===== src/hw/rtl/alu8_pkg.sv =====
// alu8_pkg: operation codes, flag layout and adjust constants for the 8-bit ALU.
// No dependencies; imported by alu8_core and cpu_8bit_alu_with_flags.
package alu8_pkg;

   typedef enum logic [4:0] {
      ACT_ADD  = 5'd0,
      ACT_ADC  = 5'd1,
      ACT_SUB  = 5'd2,
      ACT_SBC  = 5'd3,
      ACT_AND  = 5'd4,
      ACT_XOR  = 5'd5,
      ACT_OR   = 5'd6,
      ACT_CP   = 5'd7,
      ACT_RLCA = 5'd8,
      ACT_RRCA = 5'd9,
      ACT_RLA  = 5'd10,
      ACT_RRA  = 5'd11,
      ACT_DAA  = 5'd12,
      ACT_CPL  = 5'd13,
      ACT_SCF  = 5'd14,
      ACT_CCF  = 5'd15,
      ACT_INC  = 5'd16,
      ACT_DEC  = 5'd17
   } action_type;

   // bit3 Z, bit2 N, bit1 H, bit0 C
   typedef struct packed {
      logic z;
      logic n;
      logic h;
      logic c;
   } flags_type;

   localparam logic [7:0] DAA_HI_ADJ = 8'h60;
   localparam logic [7:0] DAA_LO_ADJ = 8'h06;
   localparam logic [7:0] DAA_HI_MAX = 8'h99;
   localparam logic [3:0] DAA_LO_MAX = 4'h9;
   localparam logic [3:0] NIB_ONES   = 4'hF;

endpackage


===== src/hw/rtl/alu8_core.sv =====
// alu8_core: combinational datapath, one operation from registered operands.
// Depends on alu8_pkg (action_type, flags_type, adjust constants).
module alu8_core (
   input  alu8_pkg::action_type action,
   input  logic [7:0]           acc,
   input  logic [7:0]           operand,
   input  alu8_pkg::flags_type  flags_in,
   output logic [7:0]           result,
   output alu8_pkg::flags_type  flags_out
);
   import alu8_pkg::*;

   logic       ci;
   logic [8:0] sum9;
   logic [4:0] hsum5;
   logic [8:0] diff9;
   logic [4:0] hdiff5;
   logic [7:0] daa_adj;
   logic       daa_c;
   logic [7:0] daa_r;
   logic [7:0] inc_r;
   logic [7:0] dec_r;

   // carry in only for adc / sbc
   assign ci = ((action == ACT_ADC) || (action == ACT_SBC)) ? flags_in.c : 1'b0;

   assign sum9   = {1'b0, acc} + {1'b0, operand} + {8'b0, ci};
   assign hsum5  = {1'b0, acc[3:0]} + {1'b0, operand[3:0]} + {4'b0, ci};
   assign diff9  = {1'b0, acc} - {1'b0, operand} - {8'b0, ci};
   assign hdiff5 = {1'b0, acc[3:0]} - {1'b0, operand[3:0]} - {4'b0, ci};
   assign inc_r  = acc + 8'd1;
   assign dec_r  = acc - 8'd1;

   always_comb begin
      daa_adj = 8'd0;
      daa_c   = flags_in.c;
      if (!flags_in.n) begin
         if (flags_in.c || (acc > DAA_HI_MAX)) begin
            daa_adj = daa_adj | DAA_HI_ADJ;
            daa_c   = 1'b1;
         end
         if (flags_in.h || (acc[3:0] > DAA_LO_MAX)) begin
            daa_adj = daa_adj | DAA_LO_ADJ;
         end
         daa_r = acc + daa_adj;
      end else begin
         if (flags_in.c) begin
            daa_adj = daa_adj | DAA_HI_ADJ;
         end
         if (flags_in.h) begin
            daa_adj = daa_adj | DAA_LO_ADJ;
         end
         daa_r = acc - daa_adj;
      end
   end

   always_comb begin
      result    = acc;
      flags_out = flags_in;
      unique case (action)
         ACT_ADD, ACT_ADC: begin
            result    = sum9[7:0];
            flags_out = '{z: (sum9[7:0] == 8'd0), n: 1'b0, h: hsum5[4], c: sum9[8]};
         end
         ACT_SUB, ACT_SBC, ACT_CP: begin
            // C and H are borrows
            result    = (action == ACT_CP) ? acc : diff9[7:0];
            flags_out = '{z: (diff9[7:0] == 8'd0), n: 1'b1, h: hdiff5[4], c: diff9[8]};
         end
         ACT_AND: begin
            result    = acc & operand;
            flags_out = '{z: ((acc & operand) == 8'd0), n: 1'b0, h: 1'b1, c: 1'b0};
         end
         ACT_XOR: begin
            result    = acc ^ operand;
            flags_out = '{z: ((acc ^ operand) == 8'd0), n: 1'b0, h: 1'b0, c: 1'b0};
         end
         ACT_OR: begin
            result    = acc | operand;
            flags_out = '{z: ((acc | operand) == 8'd0), n: 1'b0, h: 1'b0, c: 1'b0};
         end
         ACT_RLCA: begin
            result    = {acc[6:0], acc[7]};
            flags_out = '{z: 1'b0, n: 1'b0, h: 1'b0, c: acc[7]};
         end
         ACT_RRCA: begin
            result    = {acc[0], acc[7:1]};
            flags_out = '{z: 1'b0, n: 1'b0, h: 1'b0, c: acc[0]};
         end
         ACT_RLA: begin
            result    = {acc[6:0], flags_in.c};
            flags_out = '{z: 1'b0, n: 1'b0, h: 1'b0, c: acc[7]};
         end
         ACT_RRA: begin
            result    = {flags_in.c, acc[7:1]};
            flags_out = '{z: 1'b0, n: 1'b0, h: 1'b0, c: acc[0]};
         end
         ACT_DAA: begin
            result    = daa_r;
            flags_out = '{z: (daa_r == 8'd0), n: flags_in.n, h: 1'b0, c: daa_c};
         end
         ACT_CPL: begin
            result    = ~acc;
            flags_out = '{z: flags_in.z, n: 1'b1, h: 1'b1, c: flags_in.c};
         end
         ACT_SCF: begin
            flags_out = '{z: flags_in.z, n: 1'b0, h: 1'b0, c: 1'b1};
         end
         ACT_CCF: begin
            flags_out = '{z: flags_in.z, n: 1'b0, h: 1'b0, c: ~flags_in.c};
         end
         ACT_INC: begin
            result    = inc_r;
            flags_out = '{z: (inc_r == 8'd0), n: 1'b0, h: (acc[3:0] == NIB_ONES),
                          c: flags_in.c};
         end
         ACT_DEC: begin
            result    = dec_r;
            flags_out = '{z: (dec_r == 8'd0), n: 1'b1, h: (acc[3:0] == 4'd0),
                          c: flags_in.c};
         end
         default: begin
            // unused codes: pass acc and flags through
            result    = acc;
            flags_out = flags_in;
         end
      endcase
   end

endmodule


===== src/hw/rtl/cpu_8bit_alu_with_flags.sv =====
// cpu_8bit_alu_with_flags: top level, operand register, datapath and result register.
// Depends on alu8_pkg and alu8_core.

// 8-bit accumulator ALU with Z/N/H/C flags. Every item carries an operation
// code, the accumulator, a second operand and the current flags, and yields
// exactly one item with the new 8-bit value and new flags. Items are taken
// in order and may arrive every cycle: throughput is one item per clock
// whenever rsp_stall is low. The accepting edge loads the operand register
// and a later edge, once the result register is free, loads the result
// register, which drives rsp_valid. The whole operation is evaluated by
// alu8_core between the two registers. When the result register is held by
// rsp_stall, one more item can wait in the operand register; req_stall goes
// high only while both are full and the result side is stalled. Unused
// operation codes (18..31) return acc and flags_in unchanged. No
// configuration, no internal state beyond the pipe.
module cpu_8bit_alu_with_flags (
   input  logic       clock,
   input  logic       reset,
   // request channel
   input  logic       req_valid,
   output logic       req_stall,
   input  logic [4:0] req_action,
   input  logic [7:0] req_acc,
   input  logic [7:0] req_operand,
   input  logic [3:0] req_flags_in,
   // response channel
   output logic       rsp_valid,
   input  logic       rsp_stall,
   output logic [7:0] rsp_result,
   output logic [3:0] rsp_flags_out
);
   import alu8_pkg::*;

   // operand stage
   logic       s1_valid_ff, s1_valid_in;
   action_type s1_action_ff;
   logic [7:0] s1_acc_ff;
   logic [7:0] s1_operand_ff;
   flags_type  s1_flags_ff;

   // result stage
   logic       s2_valid_ff, s2_valid_in;
   logic [7:0] s2_result_ff;
   flags_type  s2_flags_ff;

   logic       s1_load;
   logic       s2_load;
   logic [7:0] core_result;
   flags_type  core_flags;

   // result register frees when empty or being taken this cycle
   assign s2_load   = !s2_valid_ff || !rsp_stall;
   // operand register frees when empty or moving forward
   assign req_stall = s1_valid_ff && !s2_load;
   assign s1_load   = req_valid && !req_stall;

   assign s1_valid_in = s1_load || (s1_valid_ff && !s2_load);
   assign s2_valid_in = s2_load ? s1_valid_ff : s2_valid_ff;

   always_ff @(posedge clock) begin
      if (reset) begin
         s1_valid_ff <= 1'b0;
         s2_valid_ff <= 1'b0;
      end else begin
         s1_valid_ff <= s1_valid_in;
         s2_valid_ff <= s2_valid_in;
      end
   end

   // payload: no reset needed
   always_ff @(posedge clock) begin
      if (s1_load) begin
         s1_action_ff  <= action_type'(req_action);
         s1_acc_ff     <= req_acc;
         s1_operand_ff <= req_operand;
         s1_flags_ff   <= flags_type'(req_flags_in);
      end
   end

   alu8_core u_core (
      .action    (s1_action_ff),
      .acc       (s1_acc_ff),
      .operand   (s1_operand_ff),
      .flags_in  (s1_flags_ff),
      .result    (core_result),
      .flags_out (core_flags)
   );

   always_ff @(posedge clock) begin
      if (s2_load && s1_valid_ff) begin
         s2_result_ff <= core_result;
         s2_flags_ff  <= core_flags;
      end
   end

   assign rsp_valid     = s2_valid_ff;
   assign rsp_result    = s2_result_ff;
   assign rsp_flags_out = s2_flags_ff;

endmodule


===== config.mk =====
export PLATFORM = sky130hd
export DESIGN_NAME = cpu_8bit_alu_with_flags
export DESIGN_NICKNAME = d
export VERILOG_FILES = /design/src/hw/rtl/alu8_pkg.sv /design/src/hw/rtl/alu8_core.sv /design/src/hw/rtl/cpu_8bit_alu_with_flags.sv
export SDC_FILE = /design/constraint.sdc
export NUM_CORES = 1
export LEC_CHECK = 0
export ABC_AREA = 0
export BUFFER_PORTS_ARGS = -buffer_cell sky130_fd_sc_hd__buf_2
export CAP_MARGIN = 20
export CELL_PAD_IN_SITES_DETAIL_PLACEMENT = 0
export CELL_PAD_IN_SITES_GLOBAL_PLACEMENT = 1
export CORE_MARGIN = 2
export CORE_UTILIZATION = 49
export CTS_CLUSTER_SIZE = 30
export DETAILED_ROUTE_END_ITERATION = 8
export PLACE_DENSITY = 0.87
export SETUP_SLACK_MARGIN = 0.15
export SYNTH_ARGS = -nofsm -noshare
export SYNTH_HDL_FRONTEND = slang
export SYNTH_SLANG_ARGS = --single-unit

===== constraint.sdc =====
create_clock -name clock -period 8.29 [get_ports clock]
set_input_delay 0.4145 -clock clock [delete_from_list [all_inputs] [get_ports clock]]
set_output_delay 0.4145 -clock clock [all_outputs]
set_load 0.01 [all_outputs]

==> out/qor.csv, run 1 <==
stage;metric;value;unit
worst_setup_path;cp_max_fo;23;
yosys;avgSynthCellArea;8.691;sq um
yosys;yosysSeqAreaShare;28.48;%
place;gp_congestion;0.9837;
worst_setup_path;worstReg2RegEnd;rsp_result[5];
worst_setup_path;rr_worst_depth;13;
power_and_ir_drop;power.leakage;0.001750;uW
route;viasPerCell;6.428;
sta;setup_viol;0;
sta;finalMaxSlewViolations;0;
floorplan;pin_count;43;
global_routing;grt_pass1_wl;20.38;mm
worst_setup_path;end_kind;flip-flop;
sta;timing.final.crit_share;49.61;%
floorplan;start_util;49.94;%
worst_setup_path;reg2reg_slack;4.18;ns
place;preCtsSetupSlack;4.239;ns
run;cap_violations;0;
yosys;synth_area;4041;sq um
worst_setup_path;critPathArrivalTime;4.17;ns
sta;tns;0;ns
power_and_ir_drop;ir_drop;0.07827;mV
floorplan;num_rows;33;
worst_setup_path;crit_required;8.35;ns
global_routing;first_global_vias;3600;
clock_tree;clkTransAtPathRegs;0.08;ns
yosys;yosysWarnings;0;
yosys;synth_edf_count;37;
worst_setup_path;crit_start;s1_action_ff[4];
finish;area_growth;9.040;%
finish;num_antenna_cells;0;
sta;fin_ws;4.177;ns
yosys;synth_cell_types;66;
route;vias;3863;
clock_tree;clk_latency;0.30;ns
worst_setup_path;r2r-start;s1_action_ff[4];
yosys;syn_inst;465;
floorplan;chipWidth;94.82;microns
sta;fin_crit;4.113;ns
finish;drive_above_1_share;13.51;%
route;avgRoutedWirePerCell;21.84;microns
global_routing;antenna_found_initial;0;
sta;rsz0062_at_grt;no;
clock_tree;cts_setup_buffers;0;
hold_path;hp-class;in2reg;
sta;finalHoldViolCount;0;
yosys;synthFlopType;edfxtp_1;
yosys;syn_nets;543;
sta;skew;0.005063;ns
place;dp_hpwl;10.22;mm
route;ant_nets;0;
floorplan;core;8093;sq um
global_routing;grt_start_max_net_pins;30;
place;numPortBuffers;42;
hold_path;min-delay-start;reset;
global_routing;grt_overflow;0;
route;drt_iter0_drc;389;
sta;worst_pin_slew;0.8541;ns
clock_tree;postCtsHoldBufs;0;
worst_setup_path;cp-endpoint;rsp_result[5];
route;wl;13.13;mm
clock_tree;cts_resized;0;
yosys;ys_ff_latch;39;
yosys;async_flop_share;0;%
worst_setup_path;cp-start-kind;flip-flop;
floorplan;die-area;8990;sq um
finish;fill_cells;791;
clock_tree;tritoncts;built;
sta;max-slew-margin-rel;42.59;%
worst_setup_path;path_class;reg2reg;
finish;final_nets;573;
sta;clock.fmax;243.1;MHz
clock_tree;htree_levels;2;
clock_tree;numCtsBuffers;5;
clock_tree;cts_root_buffer;clkbuf_8;
clock_tree;clkSinkCount;39;
route;drc;0;
global_routing;track_usage;30.47;%
status;status;finished, final reports clean;
power_and_ir_drop;powerDensity;136.4;nW/um^2
floorplan;die_y;94.82;microns
power_and_ir_drop;power.total;601.1;uW
clock_tree;clockBufferDepth;2;
route;firstDrtPassIters;5;
[area by class of cell]
cell class / count / area, sq um / area share, %
multi-input cells: 372 / 2665 / 60.48
repair buffers: 48 / 255.2 / 5.792
well taps: 105 / 131.4 / 2.981
flip-flops and latches: 39 / 1151 / 26.12
clock buffers: 7 / 86.33 / 1.959
inverters: 29 / 108.9 / 2.470
clock inverters: 1 / 8.758 / 0.1988
[state kept, by name (all words and copies together), names as in the netlist]
signal         count
rsp_result         8
s1_acc_ff          8
s1_operand_ff      8
s1_action_ff       5
rsp_flags_out      4
s1_flags_ff        4
rsp_valid          1
s1_valid_ff        1
[critical path, cell delays in order, from the launching register on]
cell	delay [ns]
edfxtp_1	0.87
nor2_1	0.21
nand3_1	0.20
inv_1	0.07
fa_1	0.57
inv_1	0.08
ha_1	0.18
o21a_1	0.21
o31ai_1	0.39
a21oi_1	0.15
xnor2_1	0.28
o21ai_0	0.13
a221o_1	0.36
o22a_1	0.16
[synth_stat cells, types with 15 or more instances]
cell | number | area share [%]
a21oi_1 | 22 | 2.7
nand2_1 | 31 | 2.9
nand3_1 | 15 | 1.9
xnor2_1 | 20 | 4.3
ha_1 | 45 | 14
nor2_1 | 40 | 3.7
inv_1 | 29 | 2.7
edfxtp_1 | 37 | 27
o21ai_0 | 22 | 2.7
nor3_1 | 20 | 2.5
[cells in the final DEF (no fill, tap or decap), types with 3 or more instances in the layout]
cell / n
a21o_1: 4
a2111oi_0: 3
o211ai_1: 9
a211oi_1: 3
ha_1: 45
a221o_1: 3
nor2b_1: 10
nand2_1: 31
buf_2: 42
o21ai_0: 22
nor2_1: 40
o221ai_1: 4
and3_1: 8
nor3_1: 20
a31oi_1: 9
a221oi_1: 4
xnor2_1: 20
a21oi_1: 22
o22ai_1: 4
edfxtp_1: 37
nand4_1: 11
o21bai_1: 3
buf_4: 6
nand2b_1: 7
xor2_1: 8
mux2i_1: 4
o21a_1: 3
or3_1: 5
clkbuf_8: 6
fa_1: 4
inv_1: 29
a22oi_1: 6
nand3_1: 15
nor4_1: 4
[power breakdown]
group	switching, uW	internal, uW
Clock	74.0	68.3
Sequential	18.4	231
Combinational	129	80.3
Total	222	379
[metrics by stage]
step           util [%]  cell area, sq um  instances  hold slack (ns)
2_1_floorplan         -              4041        465           0.4440
3_3_place_gp      53.28              4312        593           0.4645
3_5_place_dp      53.28              4312        593           0.5002
4_1_cts           54.45              4407        601           0.2721
5_1_grt           54.45              4407        601           0.2677
6_report          54.45              4407        601           0.2779
[worst min-delay path by stage]
stage,endpoint,slack [ns],depth (start not counted)
after global routing,s1_action_ff[4],0.27,1
after global placement,rsp_valid,0.46,2
final,s1_valid_ff,0.28,2
after floorplan,rsp_valid,0.44,2
after detailed placement,rsp_valid,0.50,2
after CTS,s1_valid_ff,0.27,2
[layer usage]
layer  routed length [microns]  GRT usage, %  up-vias
li1                          -             -     1794
met1                      5709         43.39     1853
met2                      6173         48.29      190
met3                       934         3.990       26
met4                       308         9.058        0
met5                         0             0        -
[cells by family after synthesis]
logic type	Yosys count	synth area share, %
multiplexers	4	0.9908
AND/OR/NAND/NOR	170	22.32
XOR/XNOR	28	6.068
adder cells (fa/ha/maj)	49	15.91
AO/OA/AOI/OAI	121	20.59
flip-flops	39	28.48
buffers and inverters	54	5.634
Power figures use the tool's default switching activity.
==> run 2: changes to the inputs <==
--- a/config.mk
+++ b/config.mk
@@ -5,16 +5,16 @@
 export SDC_FILE = /design/constraint.sdc
 export NUM_CORES = 1
 export LEC_CHECK = 0
-export ABC_AREA = 0
+export ABC_AREA = 1
 export BUFFER_PORTS_ARGS = -buffer_cell sky130_fd_sc_hd__buf_2
 export CAP_MARGIN = 20
 export CELL_PAD_IN_SITES_DETAIL_PLACEMENT = 0
 export CELL_PAD_IN_SITES_GLOBAL_PLACEMENT = 1
 export CORE_MARGIN = 2
-export CORE_UTILIZATION = 49
+export CORE_UTILIZATION = 40
 export CTS_CLUSTER_SIZE = 30
 export DETAILED_ROUTE_END_ITERATION = 8
-export PLACE_DENSITY = 0.87
+export PLACE_DENSITY = 0.79
 export SETUP_SLACK_MARGIN = 0.15
 export SYNTH_ARGS = -nofsm -noshare
 export SYNTH_HDL_FRONTEND = slang
==> constraint.sdc (replaced) <==
create_clock -name clock -period 3.7 [get_ports clock]
set_input_delay 0.185 -clock clock [delete_from_list [all_inputs] [get_ports clock]]
set_output_delay 0.185 -clock clock [all_outputs]
set_load 0.01 [all_outputs]
==> run 2 against run 1 <==
Die area grew 26%. Area after synthesis rose by 4.3%. Flip-flop and latch count unchanged. Largest power group unchanged.
==> out/qor.csv, run 2 <==
stage;metric;value;unit
status;status;finished, final reports clean;
sta;setup_viol;0;
floorplan;num_rows;37;
sta;skew;0.01388;ns
route;firstDrtPassIters;5;
yosys;synth_cell_types;49;
route;wl_met2;6.268;mm
clock_tree;tritoncts;built;
yosys;synth_area;4214;sq um
route;met3WireLength;1.165;mm
place;dp_hpwl;11.26;mm
power_and_ir_drop;p_clk_share;26.3;%
floorplan;pin_count;43;
run;cap_violations;0;
yosys;avgSynthCellArea;7.216;sq um
global_routing;grt_start_max_net_pins;26;
yosys;synthTopCellsByCount;nand2_1, inv_1, nor2_1, nand3_1, ha_1;
sta;hold_ws;0.04581;ns
power_and_ir_drop;power.leakage;0.002332;uW
route;vias;4279;
finish;num_antenna_cells;0;
clock_tree;htree_levels;2;
finish;most-common-layout-cells;nand2_1, inv_1, nor2_1, nand3_1, ha_1;
yosys;ys_ff_latch;39;
sta;finalHoldViolCount;0;
route;wl;14.00;mm
finish;final_nets;723;
power_and_ir_drop;ir_drop;0.1427;mV
yosys;syn_inst;584;
clock_tree;clockBufferDepth;2;
yosys;async_flop_share;0;%
sta;fin_crit;3.207;ns
global_routing;antenna_found_initial;0;
place;numPortBuffers;42;
worst_setup_path;cp_max_fo;7;
route;drc;0;
power_and_ir_drop;p_sw;534.3;uW
sta;rsz0062_at_grt;no;
route;top_layer;met4;
power_and_ir_drop;seqPwrFrac;38.1;%
clock_tree;postCtsHoldBufs;0;
worst_setup_path;path_class;reg2reg;
yosys;syn_nets;662;
global_routing;track_usage;25.66;%
power_and_ir_drop;power.total;1433;uW
clock_tree;cts_root_buffer;clkbuf_8;
finish;layout_commonest_cell;nand2_1;
finish;final_core_util;47.02;%
place;dpl_cell_area;4656;sq um
finish;drive_above_1_share;16.72;%
yosys;yosys.area.top_type_share;26.37;%
worst_setup_path;slowest_delay;0.39;ns
route;avgRoutedWirePerCell;17.90;microns
global_routing;grt_pass1_wl;22.22;mm
power_and_ir_drop;power.share.switching;37.29;%
yosys;yosysWarnings;0;
route;viasPerCell;5.472;
yosys;yosysMostFrequentCell;nand2_1;
power_and_ir_drop;p_int;898.4;uW
worst_setup_path;cp-start-kind;flip-flop;
worst_setup_path;cpMaxStageDelayCell;edfxtp_1;
sta;max-slew-margin-rel;61.41;%
yosys;synth_area_leaders;edfxtp_1, ha_1, nand2_1, inv_1, nand3_1;
worst_setup_path;worstPathCellList;clkinv_1, ha_1, o21ai_0, nand2_1, o21ai_0, a21oi_1, ha_1, nand2_1, nand2_1, ha_1, nand2_1, or2_2, nand4_1, nand2_1, nand4_1, nand4_1;
clock_tree;numCtsBuffers;5;
worst_setup_path;crit_top_cell;nand2_1;
place;gp_congestion;1.011;
sta;clock.fmax;311.8;MHz
floorplan;die-area;11370;sq um
power_and_ir_drop;powerDensity;296.5;nW/um^2
global_routing;first_global_vias;4144;
sta;worst_pin_slew;0.5736;ns
worst_setup_path;critPathArrivalTime;3.27;ns
floorplan;core;10280;sq um
global_routing;grt_overflow;0;
worst_setup_path;crit_required;3.76;ns
power_and_ir_drop;pwr-share-comb;35.6;%
yosys;synth_edf_count;37;
worst_setup_path;end_kind;flip-flop;
sta;tns;0;ns
floorplan;start_util;41.00;%
yosys;yosysSeqAreaShare;27.32;%
sta;finalMaxSlewViolations;0;
clock_tree;clkTransAtPathRegs;0.10;ns
floorplan;chipWidth;106.6;microns
yosys;synthFlopType;edfxtp_1;
finish;final_area;4832;sq um
route;ant_nets;0;
clock_tree;clkSinkCount;39;
route;drt_iter0_drc;371;
sta;timing.final.crit_share;86.68;%
floorplan;die_y;106.6;microns
hold_path;hp-class;in2reg;
finish;area_growth;14.67;%
yosys;yosysTopAreaCell;edfxtp_1;
route;drt-met1-wl;6.247;mm
clock_tree;clk_latency;0.31;ns
## run 2: cell count changes in the layout (fill, tap and decap cells not counted), sizes merged, moves of 15 or more
cell	previous run	this run
inv	29	92
nand2	31	139
nand3	15	54
nand4	11	26
nor2	40	62
xnor2	20	4
## run 2: logic make-up after synthesis
logic type,share of synthesized area [%]
compound gates,10.30
flops,27.32
xor+xnor,2.702
fa+ha+maj,15.26
buf+inv,9.471
simple gates,34.95
## run 2: path summary, 6_finish.rpt
check,slack (ns),cells past startpoint,start,to
max,0.49,16,s1_acc_ff[0],rsp_flags_out[3]
min,0.05,1,req_operand[0],s1_operand_ff[0]
max reg2reg,0.49,16,s1_acc_ff[0],rsp_flags_out[3]
min reg2reg,0.48,2,s1_valid_ff,rsp_valid
## run 2: repair_timing
action / 4_1_cts / 5_1_grt
resized for setup: 0 / 1
endpoints found under the setup margin: 0 / 8
buffers inserted: 0 / 3
## run 2: metrics by stage
step / setup slack [ns] / std cells
finish: 0.4930 / 782
global route: 0.1592 / 782
CTS: 0.2005 / 777
floorplan: 0.2690 / 584
detailed placement: 0.2261 / 769
global placement: 0.3348 / 769
## run 2: cell type report
cell class | count | area (sq um)
Sequential cell | 39 | 1151
Clock inverter | 3 | 43.79
Inverter | 95 | 362.8
Timing Repair Buffer | 60 | 365.4
Tap cell | 136 | 170.2
Fill cell | 1099 | 5445
Clock buffer | 5 | 68.82
Multi-Input combinational cell | 444 | 2670
## run 2: metal layers
metal	up-vias	GRT usage, %
met5	-	0
met4	0	7.607
met3	24	2.432
met2	203	41.04
met1	1958	36.80
li1	2094	-
## run 2: worst max-delay path: cells and delay by family, from the launching register on
family                   cells  cell delay, ns
buffers and inverters        1            0.09
AND/OR/NAND/NOR              9            0.99
flip-flops                   1            0.39
AO/OA/AOI/OAI                3            0.53
adder cells (fa/ha/maj)      3            0.97
## run 2: power groups by stage
stage | Combinational (uW) | Sequential (uW) | Clock, uW
6_report | 510 | 545 | 377
5_1_grt | 574 | 548 | 408
4_1_cts | 494 | 547 | 388
3_5_place_dp | 491 | 557 | 0
3_3_place_gp | 491 | 556 | 0
2_1_floorplan | 337 | 554 | 0
